`src/sv/sdfgc_pkg.sv`:
```
package sdfgc_pkg;

  localparam int X_NODES = 32;
  localparam int Y_NODES = 32;
  localparam int Z_NODES = 32;
  localparam int PASSES  = 3;

  localparam int ADDR_W = 15;
  localparam int DEPTH  = 1 << ADDR_W;
  localparam int PASS_W = $clog2(PASSES + 1);
  localparam int GW     = 50;
  localparam int CELL_W = 8;

  localparam logic [1:0]  OP_IGNORE = 2'd3;
  localparam logic [31:0] FAR_DIST  = 32'h7FFF_FFFF;

  typedef enum logic [1:0] {
    OP_LOAD = 2'd0,
    OP_DIST = 2'd1,
    OP_CORR = 2'd2
  } op_t;

  typedef enum logic [2:0] {
    R_ORIGIN_X, R_ORIGIN_Y, R_ORIGIN_Z,
    R_INV_X, R_INV_Y, R_INV_Z,
    R_TOL, R_RATE
  } reg_t;

  typedef enum logic [3:0] {
    ST_IDLE, ST_COORD, ST_LOCATE, ST_READ, ST_LERP, ST_TEST,
    ST_GRAD, ST_STEP, ST_CLAMP, ST_MUL, ST_ADD, ST_DONE
  } state_t;

  typedef struct packed {
    op_t               op;
    logic [ADDR_W-1:0] node_index;
    logic [31:0]       node_value;
    logic [31:0]       grad_x;
    logic [31:0]       grad_y;
    logic [31:0]       grad_z;
    logic [31:0]       point_x;
    logic [31:0]       point_y;
    logic [31:0]       point_z;
    logic [31:0]       threshold;
  } item_t;

  typedef struct packed {
    logic [2:0][31:0] origin;
    logic [2:0][31:0] inv_step;
    logic [30:0]      tolerance;
    logic [15:0]      rate;
  } cfg_t;

  function automatic int nodes_of(input logic [1:0] a);
    case (a)
      2'd0:    return X_NODES;
      2'd1:    return Y_NODES;
      default: return Z_NODES;
    endcase
  endfunction

  function automatic logic [ADDR_W-1:0] corner_off(input logic dx, input logic dy,
                                                   input logic dz);
    logic [31:0] s;
    s = 32'(dx) * 32'(Y_NODES * Z_NODES) + 32'(dy) * 32'(Z_NODES) + 32'(dz);
    return s[ADDR_W-1:0];
  endfunction

  function automatic logic signed [31:0] sat32(input logic signed [63:0] v);
    logic signed [63:0] hi;
    logic signed [63:0] lo;
    hi = 64'sd2147483647;
    lo = -64'sd2147483648;
    if (v > hi) begin
      return 32'sh7FFF_FFFF;
    end else if (v < lo) begin
      return 32'sh8000_0000;
    end else begin
      return v[31:0];
    end
  endfunction

endpackage

```
`src/sv/sdfgc_front.sv`:
```
module sdfgc_front (
  input  logic                           clk,
  input  logic                           rst,
  input  logic                           item_valid,
  output logic                           item_stall,
  input  logic [1:0]                     op,
  input  logic [sdfgc_pkg::ADDR_W-1:0]   node_index,
  input  logic signed [31:0]             node_value,
  input  logic signed [31:0]             node_grad_x,
  input  logic signed [31:0]             node_grad_y,
  input  logic signed [31:0]             node_grad_z,
  input  logic signed [31:0]             point_x,
  input  logic signed [31:0]             point_y,
  input  logic signed [31:0]             point_z,
  input  logic signed [31:0]             threshold,
  input  logic                           pop,
  output logic                           avail,
  output sdfgc_pkg::item_t               word,
  output logic [1:0]                     fill
);

  sdfgc_pkg::item_t slot [2];
  sdfgc_pkg::item_t in_word;
  logic             wr_ptr;
  logic             rd_ptr;
  logic             push;

  // op 3 words are taken and dropped here
  assign item_stall = (fill == 2'd2);
  assign push       = item_valid && !item_stall && (op != sdfgc_pkg::OP_IGNORE);
  assign avail      = (fill != 2'd0);
  assign word       = slot[rd_ptr];

  always_comb begin
    in_word.op         = sdfgc_pkg::op_t'(op);
    in_word.node_index = node_index;
    in_word.node_value = node_value;
    in_word.grad_x     = node_grad_x;
    in_word.grad_y     = node_grad_y;
    in_word.grad_z     = node_grad_z;
    in_word.point_x    = point_x;
    in_word.point_y    = point_y;
    in_word.point_z    = point_z;
    in_word.threshold  = threshold;
  end

  always_ff @(posedge clk) begin
    if (rst) begin
      wr_ptr <= 1'b0;
      rd_ptr <= 1'b0;
      fill   <= 2'd0;
    end else begin
      if (push) begin
        wr_ptr <= ~wr_ptr;
      end
      if (pop) begin
        rd_ptr <= ~rd_ptr;
      end
      fill <= fill + 2'(push) - 2'(pop);
    end
  end

  always_ff @(posedge clk) begin
    if (push) begin
      slot[wr_ptr] <= in_word;
    end
  end

endmodule

```
`config.mk`:
```
export PLATFORM = sky130hd
export DESIGN_NAME = sdfgc_front
export DESIGN_NICKNAME = d
export VERILOG_FILES = /design/src/sv/sdfgc_pkg.sv /design/src/sv/sdfgc_front.sv
export SDC_FILE = /design/constraint.sdc
export NUM_CORES = 1
export LEC_CHECK = 0
export BUFFER_PORTS_ARGS = -buffer_cell sky130_fd_sc_hd__buf_2
export CAP_MARGIN = 20
export CORE_MARGIN = 2
export CORE_UTILIZATION = 45
export CTS_CLUSTER_SIZE = 10
export DETAILED_ROUTE_END_ITERATION = 7
export PLACE_DENSITY = 0.73
export SKIP_CTS_REPAIR_TIMING = 1
export SLEW_MARGIN = 20
export SYNTH_ARGS = -nofsm -noshare
export SYNTH_HDL_FRONTEND = slang
export SYNTH_SLANG_ARGS = --single-unit
```
`constraint.sdc`:
```
create_clock -name clk -period 21.1 [get_ports clk]
set_input_delay 0 -clock clk [delete_from_list [all_inputs] [get_ports clk]]
set_output_delay 0 -clock clk [all_outputs]
set_load 0.02 [all_outputs]
```
==> impl_results.md <==
* Post-DRT Antenna Nets at 0
* Count leader, synth: edfxtp_1
* Sink Count at 551
* Unique masters post-synth at 15
* Post-synth EDFFs at 546
* Clock root buffer: clkbuf_16
* Worst Hold Margin at 0.152 ns
* Die width at 215 um
* Area occupied by multi-input gates at 3230 um2
* Yosys top cell area share at 0.815
* Sequential cell fraction of total power at 0.473
* Yosys Warn Count at 0
* Top post-synthesis cells by area: edfxtp_1, mux2_2, clkbuf_8
* Post-Syn Area at 20100 um2
* WP data required at 21.29 ns
* Initial antenna violation count at 5
* PD cells at 103 nW/um2
* Clock Latency Late Sink at 0.57 ns
* Total internal power at 2.16 mW
* CP Depth at 6
* Largest net degree at the start of global routing at 193
* Hold path depth at 2
* Core box area at 44100 um2
* Crit share post-route at 0.168
* Nets at 2031
* Post-synth top cells: edfxtp_1, mux2_2, clkbuf_8
* Post-DP Area at 23300 um2
* Clock network power share at 0.362
* Status: finished clean
* Full die area at 46400 um2
* Register bit total from synthesis at 551
* Peak supply drop at 0.0000912 V
* Gr busiest metal: met2
* Relative slew slack at 0.253
* Post-route DRC at 0
* Sum Neg Setup Slack at 0 ns
* FMAX at 0.282 GHz
* Clk pin slew, worst setup/hold paths at 0.05 ns
* Vias in the first global route at 10.8k
* Setup-failing EPs final at 0
* Routed vias/inst at 4.98
* Crit Path Class: reg2reg
* Routed wire length at 51000 um
* GRT Util Overall at 0.185
* I/O Buffers at 553
* Fin. Hold Viols at 0
* Global-route track usage on met3 at 0.0746
* Switch share at 0.251
* CTS tree: done
* # H-tree levels at 3
* RSZ-0062 raised after global routing: false
* Worst slew pin tran at 1.12 ns
* Clk_skew at 0.0165 ns
* GP Congestion at 0.769
* Most used cell, CP: buf_4
* CP endpoint kind: flip-flop
* Worst setup SP type: flip-flop
* Area Overhead vs Synth at 39.6%
* Gate power share at 0.165
* Most used flip-flop cell after synthesis: edfxtp_1
* I/O pin count at 554
* Fin util at 0.636
* Post-Syn Instances at 874
* Pre-CTS setup slack at 17.24 ns
* CP arrival at 3.74 ns
* Die height at 215 um
* Post-layout total power at 2.88 mW
* Top Family by Delay on Critical Path: buffers and inverters
* Async SR Flop Fraction at 0
* Final std cells w/o fill at 2371
* Critical-path cell list: nor2b_4 > nand3b_4 > nor2_4 > buf_4 > buf_4 > buf_6
* Fin area at 28100 um2
* Delay of the slowest cell on the worst path at 0.84 ns
* Final HPWL DP at 29200 um
* Max cap viols at 0
* CTS buffer count at 66
* Met1 Use GR at 0.215
* Share of layout cells above drive strength 1 at 0.518
* First-pass GRT wire length at 63700 um
* Tmin final at 3.55 ns
* WL/cell at 21.5 um
* GR Overflow Total at 0
* Critical-path top delay cell: buf_4
* First-pass detailed-route iteration total at 5
* Register-to-Register Path Depth at 6
* Fillers at 3002
* WP buf/inv at 3
* Final worst-path setup slack at 17.55 ns
* Seq/Total Area, Yosys at 0.820
* Static Leak at 10.5 nW
* Vias at 11.8k
* Sequential cell area at 16500 um2
* Yosys top cell by area: edfxtp_1
* Syn avg cell area at 23.0 um2
* Num rows at 77
* Sw Pwr at 722 uW
* Post-placement cell count at 1998
* Initial DRC Count at 775
* Met2 usage at 0.306
* Worst Hold Class: in2reg
* Post-synth net total at 1153
* Crit path max fanout at 78
* Slew Viols, Final at 0
* CTS Buffer Depth at 3
* Initial core utilization at 0.456
==> cell type report <==
type	count	share of cell area
Antenna cell	5	0.000446
Clock buffer	86	0.0668
Clock inverter	4	0.00258
Inverter	2	0.000267
Multi-Input combinational cell	291	0.115
Sequential cell	551	0.588
Tap cell	592	0.0264
Timing Repair Buffer	840	0.201
==> worst register-to-register path: stages, from the launching register on <==
cell and delay (ns):
dfxtp_1 0.34, nor2b_4 0.14, nand3b_4 0.20, nor2_4 0.10
buf_4 0.70, buf_4 0.85, buf_6 0.75
==> layout by cell type (no fill, tap or decap), types with 2 or more instances in the layout <==
cell type        n
clkbuf_16       73
buf_12           2
ha_1             2
dlygate4sd3_1  277
mux2_2         274
inv_1            2
nor2_1           5
edfxtp_1       546
dfxtp_1          4
buf_2          553
buf_4            6
xnor2_1          2
clkbuf_1        13
buf_6            2
diode_2          5
bufinv_16        2
nor2_4           2
==> power by group through the flow <==
stage               clock network [mW]  logic (mW)  registers (mW)
floorplan                            0       0.273            1.42
global placement                     0       0.421            1.38
detailed placement                   0       0.423            1.38
CTS                               1.05       0.426            1.36
global route                      1.11       0.502            1.37
finish                            1.04       0.475            1.36
==> logic make-up after synthesis <==
kind of cell	Yosys count	share of synthesized area
XOR/XNOR	3	0.00131
AND/OR/NAND/NOR	12	0.00379
adder cells (fa/ha/maj)	2	0.00124
buffers and inverters	32	0.0203
flip-flops	551	0.820
multiplexers	274	0.153
==> sequential cells by signal, indices dropped and copies added, names as in the netlist, named ones only <==
name,flops
fill,2
wr_ptr,1
rd_ptr,1
slot,546
==> final timing paths <==
path	start	end	slack, ns
worst max-delay path	fill[1]	slot[0][122]	17.55
worst min-delay path	point_x[10]	slot[1][106]	0.15
worst max register to register	fill[1]	slot[0][122]	17.55
worst min register to register	rd_ptr	rd_ptr	0.53
==> layer usage <==
layer / part of all wire / routed length, um / up-vias
li1: - / - / 5243
met2: 0.51 / 25900 / 572
met5: 0 / 0 / -
met4: 0.033 / 1680 / 0
met1: 0.37 / 18900 / 5891
met3: 0.090 / 4580 / 100
Power figures use the tool's default switching activity.
